## config.mk

```make
export PLATFORM = sky130hd
export DESIGN_NAME = circular_deque
export DESIGN_NICKNAME = d
export VERILOG_FILES = /design/src/rtl/cdq_pkg.sv /design/src/rtl/circular_deque.sv /design/src/rtl/cdq_ram.sv
export VERILOG_INCLUDE_DIRS = /design/src /design/src/rtl
export SDC_FILE = /design/constraint.sdc
export NUM_CORES = 2
export LEC_CHECK = 0
export BUFFER_PORTS_ARGS = -buffer_cell sky130_fd_sc_hd__buf_2
export CELL_PAD_IN_SITES_DETAIL_PLACEMENT = 0
export CELL_PAD_IN_SITES_GLOBAL_PLACEMENT = 1
export CORE_ASPECT_RATIO = 1.4
export CORE_MARGIN = 10
export CORE_UTILIZATION = 35
export CTS_BUF_LIST = sky130_fd_sc_hd__clkbuf_4 sky130_fd_sc_hd__clkbuf_8
export DETAILED_ROUTE_END_ITERATION = 7
export GPL_TIMING_DRIVEN = 1
export PLACE_DENSITY = 0.5
export SLEW_MARGIN = 30
export SYNTH_ARGS = -nofsm -noshare
export SYNTH_HDL_FRONTEND = slang
export SYNTH_SLANG_ARGS = --single-unit
```

## constraint.sdc

```tcl
create_clock -name clk -period 11.9 [get_ports clk]
set_input_delay 0 -clock clk [delete_from_list [all_inputs] [get_ports clk]]
set_output_delay 0 -clock clk [all_outputs]
set_load 0.03 [all_outputs]
```

## src/rtl/circular_deque_defines.svh

```systemverilog
// Assertion macros for the deque RTL.
// Included by circular_deque, which carries concurrent checks; expects clk and rst_n in scope.
`ifndef CIRCULAR_DEQUE_DEFINES_SVH
`define CIRCULAR_DEQUE_DEFINES_SVH

// Same-cycle implication, disabled while in reset.
`define CDQ_ASSERT_NOW(lbl, ante, cons, msg) \
  lbl: assert property (@(posedge clk) disable iff (!rst_n) (ante) |-> (cons)) else $error(msg);

// Next-cycle implication, disabled while in reset.
`define CDQ_ASSERT_NEXT(lbl, ante, cons, msg) \
  lbl: assert property (@(posedge clk) disable iff (!rst_n) (ante) |=> (cons)) else $error(msg);

`endif

```

## src/rtl/cdq_pkg.sv

```systemverilog
// Shared constants, codes and ring index helpers for the circular deque.
// No dependencies; imported by circular_deque.
package cdq_pkg;

  localparam int DEPTH  = 64;
  localparam int IDX_W  = $clog2(DEPTH);
  localparam int SLOT_W = IDX_W + 1;
  localparam int DATA_W = 32;
  localparam int KIND_W = 3;
  localparam int STAT_W = 3;

  localparam logic [KIND_W-1:0] KIND_PUSH_FRONT = 3'd0;
  localparam logic [KIND_W-1:0] KIND_PUSH_REAR  = 3'd1;
  localparam logic [KIND_W-1:0] KIND_POP_FRONT  = 3'd2;
  localparam logic [KIND_W-1:0] KIND_POP_REAR   = 3'd3;
  localparam logic [KIND_W-1:0] KIND_DUMP       = 3'd4;

  localparam logic [STAT_W-1:0] STAT_OK         = 3'd0;
  localparam logic [STAT_W-1:0] STAT_OVERFLOW   = 3'd1;
  localparam logic [STAT_W-1:0] STAT_UNDERFLOW  = 3'd2;
  localparam logic [STAT_W-1:0] STAT_ELEMENT    = 3'd3;
  localparam logic [STAT_W-1:0] STAT_EMPTY_DUMP = 3'd4;

  localparam logic [SLOT_W-1:0] SLOTS_MIN   = SLOT_W'(2);
  localparam logic [SLOT_W-1:0] SLOTS_MAX   = SLOT_W'(DEPTH);
  localparam logic [SLOT_W-1:0] SLOTS_RESET = SLOT_W'(DEPTH);

  typedef logic [IDX_W-1:0]  idx_t;
  typedef logic [SLOT_W-1:0] slots_t;

  // Clamp the programmed slot count into the legal ring size.
  function automatic slots_t ring_size(input slots_t s);
    slots_t r;
    if (s < SLOTS_MIN) r = SLOTS_MIN;
    else if (s > SLOTS_MAX) r = SLOTS_MAX;
    else r = s;
    return r;
  endfunction

  function automatic idx_t step_up(input idx_t i, input slots_t n);
    slots_t nx;
    nx = {1'b0, i} + SLOT_W'(1);
    return (nx >= n) ? '0 : nx[IDX_W-1:0];
  endfunction

  function automatic idx_t step_down(input idx_t i, input slots_t n);
    slots_t top;
    top = n - SLOT_W'(1);
    return (i == '0 || {1'b0, i} >= n) ? top[IDX_W-1:0] : i - IDX_W'(1);
  endfunction

endpackage

```

## src/rtl/circular_deque.sv

```systemverilog
// Circular deque top level: ring index control, dump walker and output register.
// Depends on cdq_pkg, cdq_ram and circular_deque_defines.svh.
`include "circular_deque_defines.svh"

// Double-ended queue over a 64-entry ring store, capacity one less than the
// programmed slot count (clamped to 2..64). Push and pop items, an unknown kind
// and a dump of an empty deque each give one status word (none for an unknown
// kind). A dump of stored values runs the walker through its read and wait states:
// per value it issues one read of the single-port-read store, waits for the
// registered read data and loads the value word once the output is free. Input
// is held off during a dump. Writing the slot count empties the deque; the
// store needs no clearing pass after reset since only pushed slots are read.
module circular_deque
  import cdq_pkg::*;
(
  input  logic                 clk,
  input  logic                 rst_n,
  input  logic                 in_tvalid,
  output logic                 in_tready,
  input  logic [DATA_W-1:0]    in_tdata,   // [31:0] value_in
  input  logic [KIND_W-1:0]    in_tuser,   // [2:0] kind
  output logic                 out_tvalid,
  input  logic                 out_tready,
  output logic [DATA_W-1:0]    out_tdata,  // [31:0] value_out
  output logic [STAT_W-1:0]    out_tuser,  // [2:0] status
  output logic                 out_tlast,
  input  logic                 cfg_valid,
  output logic                 cfg_ready,
  input  logic [SLOT_W-1:0]    cfg_data    // [6:0] slots_in_use
);

  localparam logic [1:0] ST_IDLE      = 2'd0;
  localparam logic [1:0] ST_DUMP_RD   = 2'd1;
  localparam logic [1:0] ST_DUMP_WAIT = 2'd2;

  logic [1:0]        state_r, state_nxt;
  slots_t            slots_r;
  idx_t              head_r, head_nxt;
  idx_t              tail_r, tail_nxt;
  idx_t              ptr_r, ptr_nxt;
  logic              out_valid_r, out_valid_nxt;
  logic [STAT_W-1:0] out_status_r, out_status_nxt;
  logic [DATA_W-1:0] out_value_r, out_value_nxt;
  logic              out_last_r, out_last_nxt;
  logic              out_load;

  slots_t            ring_n;
  logic              empty, full, out_free, in_fire, cfg_fire;
  idx_t              ptr_up;

  logic              mem_we, mem_re;
  idx_t              mem_waddr;
  logic [DATA_W-1:0] mem_rdata;

  cdq_ram #(
    .ADDR_W (IDX_W),
    .DATA_W (DATA_W)
  ) u_ram (
    .clk   (clk),
    .we    (mem_we),
    .waddr (mem_waddr),
    .wdata (in_tdata),
    .re    (mem_re),
    .raddr (ptr_r),
    .rdata (mem_rdata)
  );

  assign ring_n    = ring_size(slots_r);
  assign empty     = (head_r == tail_r);
  assign full      = (step_up(tail_r, ring_n) == head_r);
  assign out_free  = !out_valid_r || out_tready;
  assign in_tready = (state_r == ST_IDLE) && out_free;
  assign in_fire   = in_tvalid && in_tready;
  assign cfg_ready = 1'b1;
  assign cfg_fire  = cfg_valid && cfg_ready;
  assign ptr_up    = step_up(ptr_r, ring_n);
  assign mem_re    = (state_r == ST_DUMP_RD);

  always_comb begin
    state_nxt      = state_r;
    head_nxt       = head_r;
    tail_nxt       = tail_r;
    ptr_nxt        = ptr_r;
    out_load       = 1'b0;
    out_status_nxt = out_status_r;
    out_value_nxt  = out_value_r;
    out_last_nxt   = out_last_r;
    mem_we         = 1'b0;
    mem_waddr      = tail_r;

    unique case (state_r)
      ST_IDLE: begin
        if (in_fire) begin
          out_value_nxt = '0;
          out_last_nxt  = 1'b1;
          unique case (in_tuser)
            KIND_PUSH_FRONT: begin
              out_load = 1'b1;
              if (full) begin
                out_status_nxt = STAT_OVERFLOW;
              end else begin
                head_nxt       = step_down(head_r, ring_n);
                mem_we         = 1'b1;
                mem_waddr      = head_nxt;
                out_status_nxt = STAT_OK;
              end
            end
            KIND_PUSH_REAR: begin
              out_load = 1'b1;
              if (full) begin
                out_status_nxt = STAT_OVERFLOW;
              end else begin
                mem_we         = 1'b1;
                mem_waddr      = tail_r;
                tail_nxt       = step_up(tail_r, ring_n);
                out_status_nxt = STAT_OK;
              end
            end
            KIND_POP_FRONT: begin
              out_load = 1'b1;
              if (empty) begin
                out_status_nxt = STAT_UNDERFLOW;
              end else begin
                head_nxt       = step_up(head_r, ring_n);
                out_status_nxt = STAT_OK;
              end
            end
            KIND_POP_REAR: begin
              out_load = 1'b1;
              if (empty) begin
                out_status_nxt = STAT_UNDERFLOW;
              end else begin
                tail_nxt       = step_down(tail_r, ring_n);
                out_status_nxt = STAT_OK;
              end
            end
            KIND_DUMP: begin
              if (empty) begin
                out_load       = 1'b1;
                out_status_nxt = STAT_EMPTY_DUMP;
              end else begin
                ptr_nxt   = head_r;
                state_nxt = ST_DUMP_RD;
              end
            end
            default: begin
              // drop unknown kinds without a result
            end
          endcase
        end
      end
      ST_DUMP_RD: begin
        state_nxt = ST_DUMP_WAIT;
      end
      ST_DUMP_WAIT: begin
        if (out_free) begin
          out_load       = 1'b1;
          out_status_nxt = STAT_ELEMENT;
          out_value_nxt  = mem_rdata;
          out_last_nxt   = (ptr_up == tail_r);
          ptr_nxt        = ptr_up;
          state_nxt      = (ptr_up == tail_r) ? ST_IDLE : ST_DUMP_RD;
        end
      end
      default: begin
        state_nxt = ST_IDLE;
      end
    endcase
  end

  always_comb begin
    if (out_load) out_valid_nxt = 1'b1;
    else if (out_tready) out_valid_nxt = 1'b0;
    else out_valid_nxt = out_valid_r;
  end

  always_ff @(posedge clk) begin
    if (!rst_n) begin
      state_r     <= ST_IDLE;
      slots_r     <= SLOTS_RESET;
      head_r      <= '0;
      tail_r      <= '0;
      out_valid_r <= 1'b0;
    end else begin
      state_r     <= state_nxt;
      out_valid_r <= out_valid_nxt;
      if (cfg_fire) begin
        // new ring size empties the deque
        slots_r <= cfg_data;
        head_r  <= '0;
        tail_r  <= '0;
      end else begin
        head_r <= head_nxt;
        tail_r <= tail_nxt;
      end
    end
  end

  always_ff @(posedge clk) begin
    ptr_r        <= ptr_nxt;
    out_status_r <= out_status_nxt;
    out_value_r  <= out_value_nxt;
    out_last_r   <= out_last_nxt;
  end

  assign out_tvalid = out_valid_r;
  assign out_tdata  = out_value_r;
  assign out_tuser  = out_status_r;
  assign out_tlast  = out_last_r;

  `CDQ_ASSERT_NOW(a_head_in_ring, 1'b1, ({1'b0, head_r} < ring_n), "head index outside ring")
  `CDQ_ASSERT_NOW(a_tail_in_ring, 1'b1, ({1'b0, tail_r} < ring_n), "tail index outside ring")
  `CDQ_ASSERT_NOW(a_no_accept_in_dump, state_r != ST_IDLE, !in_tready, "input taken during dump")
  `CDQ_ASSERT_NEXT(a_read_then_wait, state_r == ST_DUMP_RD, state_r == ST_DUMP_WAIT,
                   "dump read not followed by wait")
  `CDQ_ASSERT_NOW(a_mid_dump_word,
                  out_valid_r && out_status_r == STAT_ELEMENT && !out_last_r,
                  state_r != ST_IDLE, "dump ended before last word")

endmodule

```

## src/rtl/cdq_ram.sv

```systemverilog
// Generic single-write, single-read synchronous RAM with registered read data.
// No dependencies; used by circular_deque as the ring store.
module cdq_ram #(
  parameter int ADDR_W = 6,
  parameter int DATA_W = 32
) (
  input  logic              clk,
  input  logic              we,
  input  logic [ADDR_W-1:0] waddr,
  input  logic [DATA_W-1:0] wdata,
  input  logic              re,
  input  logic [ADDR_W-1:0] raddr,
  output logic [DATA_W-1:0] rdata
);

  logic [DATA_W-1:0] mem [2**ADDR_W];
  logic [DATA_W-1:0] rdata_r;

  always_ff @(posedge clk) begin
    if (we) begin
      mem[waddr] <= wdata;
    end
  end

  // Hold the last read word until the next read.
  always_ff @(posedge clk) begin
    if (re) begin
      rdata_r <= mem[raddr];
    end
  end

  assign rdata = rdata_r;

endmodule
```

==> impl_metrics.csv <==
group,metric,value,unit
run_status,outcome,"finished clean",
global_routing,grt_max_degree,109,
clocking,clk_latency,960,ps
timing,maxSlewHeadroom,0.352,
timing,setup_viol,0,
global_routing,grt_use_met1,0.229,
floorplan,die_h,598,µm
setup_path,slowest_stage,"dfxtp_1",
floorplan,fp.dieW,433,µm
timing,tightest_slew,972,ps
setup_path,worstPathRequired,12480,ps
synth,synth_top_family_by_area,"multiplexers",
job,max_cap_viol_count,0,
floorplan,initial_core_util,0.351,
setup_path,crit_chain,"and3_2 > a31oi_1 > nor2_1 > inv_1 > ha_1 > nand3_1 > nand2_1 > a31o_1 > a2111oi_2 > a21bo_2 > mux2i_4 > nor2_4 > buf_4",
placement,port_buffers,84,
synth,synth-simple-area-share,0.0168,
cells_and_area,drive_gt1_frac,0.356,
synth,synth_edf_count,2122,
clocking,cts-buffers-inserted,349,
synth,syn_nets,3601,
clocking,cts_htree_levels,5,
setup_path,path_max_fanout,32,
placement,finalWeightedCongestion,0.770,
synth,syn_area,83600,µm²
synth,synth-async-reset-ratio,0,
global_routing,antenna_found_initial,27,
detailed_routing,routed_wl,233,mm
global_routing,grt_pass1_wl,329,mm
timing,final.min_clock_period,5560,ps
global_routing,use_met2,0.313,
clocking,clkSinkCount,2144,
cells_and_area,area_growth,15.0,%
synth,yosysSeqAreaShare,0.768,
power_and_ir_drop,p_leak,29.7,nW
min_path,hp-class,"in2reg",
synth,synth_compound_area_frac,0.0102,
placement,hpwlAfterDp,139,mm
floorplan,row_count,212,
synth,avgSynthCellArea,23.8,µm²
synth,ys_top_cells_by_area,"edfxtp_1 76%, mux4_2 18%, clkbuf_1 0.59%",
global_routing,grt_overflow,0,
detailed_routing,drc,0,
setup_path,crit_path_max_incr_delay,790,ps
setup_path,cp_data_arrival_time,6140,ps
clocking,ctsResizeCount,0,
clocking,hold_buffers,75,
timing,period_share,0.468,
timing,finClkSkew,51.1,ps
clocking,ctsLongestPathBuffers,4,
synth,yosysTopAreaCellShare,0.763,
detailed_routing,drtAntennaViolNets,0,
synth,synthCells,3517,
setup_path,crit_path_end_kind,"register",
detailed_routing,dr.pass1.iters,7,
timing,max_freq,180,MHz
timing,maxSlewViolCount,0,
global_routing,grt_pass1_vias,41400,
detailed_routing,post_drt_wl_per_cell,31.7,µm
global_routing,gr-usage-met3,0.0279,
floorplan,dieArea,259000,µm²
timing,rsz0062_at_grt,"false",
synth,ys.flop_type,"edfxtp_1",
power_and_ir_drop,vdd.ir_drop.worst,0.0000744,V
clocking,cts_tree,"done",
floorplan,io_pins,86,
clocking,postCtsSetupRepairBufs,0,
synth,ys_types,82,
global_routing,grt.total_usage,0.178,
timing,fin_setup_tns,0,ps
synth,synth_mux_area_frac,0.186,
timing,hold_viol_final,0,
synth,synth_fa_ha_area_frac,0.00566,
synth,synth_top_cell_by_area,"edfxtp_1",
power_and_ir_drop,p_per_area,154,nW/µm²
cells_and_area,postLayoutCoreUtil,0.404,
floorplan,coreArea,238000,µm²
setup_path,cp-start-kind,"register",
detailed_routing,avgViaCountPerCell,5.26,
setup_path,rrSetupSlack,6340,ps
clocking,cts_root_buf,"clkbuf_8",
detailed_routing,drt_iter0_markers,3234,
cells_and_area,nets,4058,
setup_path,crit_type,"reg2reg",
global_routing,grt.busiest_layer,"met2",
clocking,clk_pin_slew,70,ps
synth,yosysWarningCount,0,
synth,ys_ff_latch,2144,
detailed_routing,vias,38700,
synth,synth-xor-area-share,0.00343,
kinds of logic (layout without fill, tap and decap cells):
logic type / after synthesis / after routing
AND/OR/NAND/NOR: 274 / 274
multiplexers: 703 / 703
AO/OA/AOI/OAI: 122 / 122
other: 1 / 25
buffers and inverters: 206 / 913
XOR/XNOR: 29 / 29
flip-flops: 2144 / 2144
adder cells (fa/ha/maj): 38 / 38
per-layer routing:
metal  share of wire  routed length (µm)  vias to the layer above
met2            0.52              122000                      970
li1                -                   -                    16100
met4           0.024                5670                        0
met3           0.043                9920                      301
met5               0                   0                        -
met1            0.41               95200                    21300
registers in the layout (all words and copies together), names as in the netlist:
signal / count
out_tuser: 3
ptr_r: 6
head_r: 6
state_r: 2
u_ram.mem: 2048
out_tvalid: 1
u_ram.rdata: 32
tail_r: 6
slots_r: 7
out_tlast: 1
out_tdata: 32
critical path: cells and delay by family (launching register included):
family / cells / cell delay (ps)
compound gates: 4 / 1770
fa+ha+maj: 1 / 340
buf+inv: 2 / 430
flops: 1 / 790
mux: 1 / 790
simple gates: 5 / 960
power breakdown:
| group | internal, mW | total [mW] | switching [mW] |
|---|---|---|---|
| clock network | 3.18 | 6.09 | 2.90 |
| logic | 0.117 | 0.413 | 0.296 |
| registers | 8.32 | 8.33 | 0.0113 |
final timing paths:
| kind | start | to | cells past startpoint |
|---|---|---|---|
| max | tail_r[2] | u_ram.mem[46][0] | 13 |
| max reg2reg | tail_r[2] | u_ram.mem[46][0] | 13 |
| min | in_tvalid | ptr_r[1] | 4 |
| min reg2reg | u_ram.rdata[17] | out_tdata[17] | 1 |
per-stage QoR:
stage	total power, mW	std cells	cell area (µm²)	setup slack [ps]	hold slack [ps]
2_1_floorplan	8.64	3517	83600	6880	98.9
3_3_place_gp	8.89	6646	88700	6120	279
3_5_place_dp	8.89	6651	88800	6190	275
4_1_cts	15.1	7327	96000	6170	132
5_1_grt	15.4	7342	96000	6130	200
6_report	14.8	7351	96100	6340	221
synth_stat cells, types with 10 or more instances:
cell,count
edfxtp_1,2122
mux4_2,672
clkbuf_1,132
nor2_1,101
buf_1,40
and2_1,37
ha_1,37
nand2_1,33
a21oi_1,27
dfxtp_1,22
nand3_1,20
inv_1,18
o21ai_0,17
mux2i_1,16
nand2b_1,14
nor3_1,14
xor2_1,14
nor2b_1,13
xnor2_1,13
a22oi_1,10
cell type report:
cell class / instances / area [µm²]
Antenna cell: 24 / 60.1
Clock buffer: 477 / 5790
Clock inverter: 124 / 643
Fill cell: 20900 / 142000
Inverter: 21 / 80.1
Multi-Input combinational cell: 1167 / 19100
Sequential cell: 2144 / 64200
Tap cell: 3103 / 3880
Timing Repair Buffer: 291 / 2350
cell usage in the layout, fill, tap and decap left out, types with 8 or more instances in the layout:
cell type / count
dlygate4sd3_1: 75
mux4_2: 672
dfxtp_1: 22
clkinv_1: 87
buf_2: 76
and3_1: 8
inv_1: 18
nand3_1: 20
mux2i_1: 16
nand2b_1: 14
clkbuf_4: 124
clkinv_2: 20
nor2_4: 62
nor2_1: 39
xor2_1: 14
buf_4: 128
edfxtp_1: 2122
and2_1: 37
a21oi_1: 27
nor2b_1: 11
o21ai_0: 17
a22oi_1: 10
xnor2_1: 13
ha_1: 37
nand2_1: 33
nor3_1: 12
clkbuf_8: 353
diode_2: 24
mux2i_4: 8
o31ai_1: 8
Note: power is estimated with default switching activity, not from simulation.
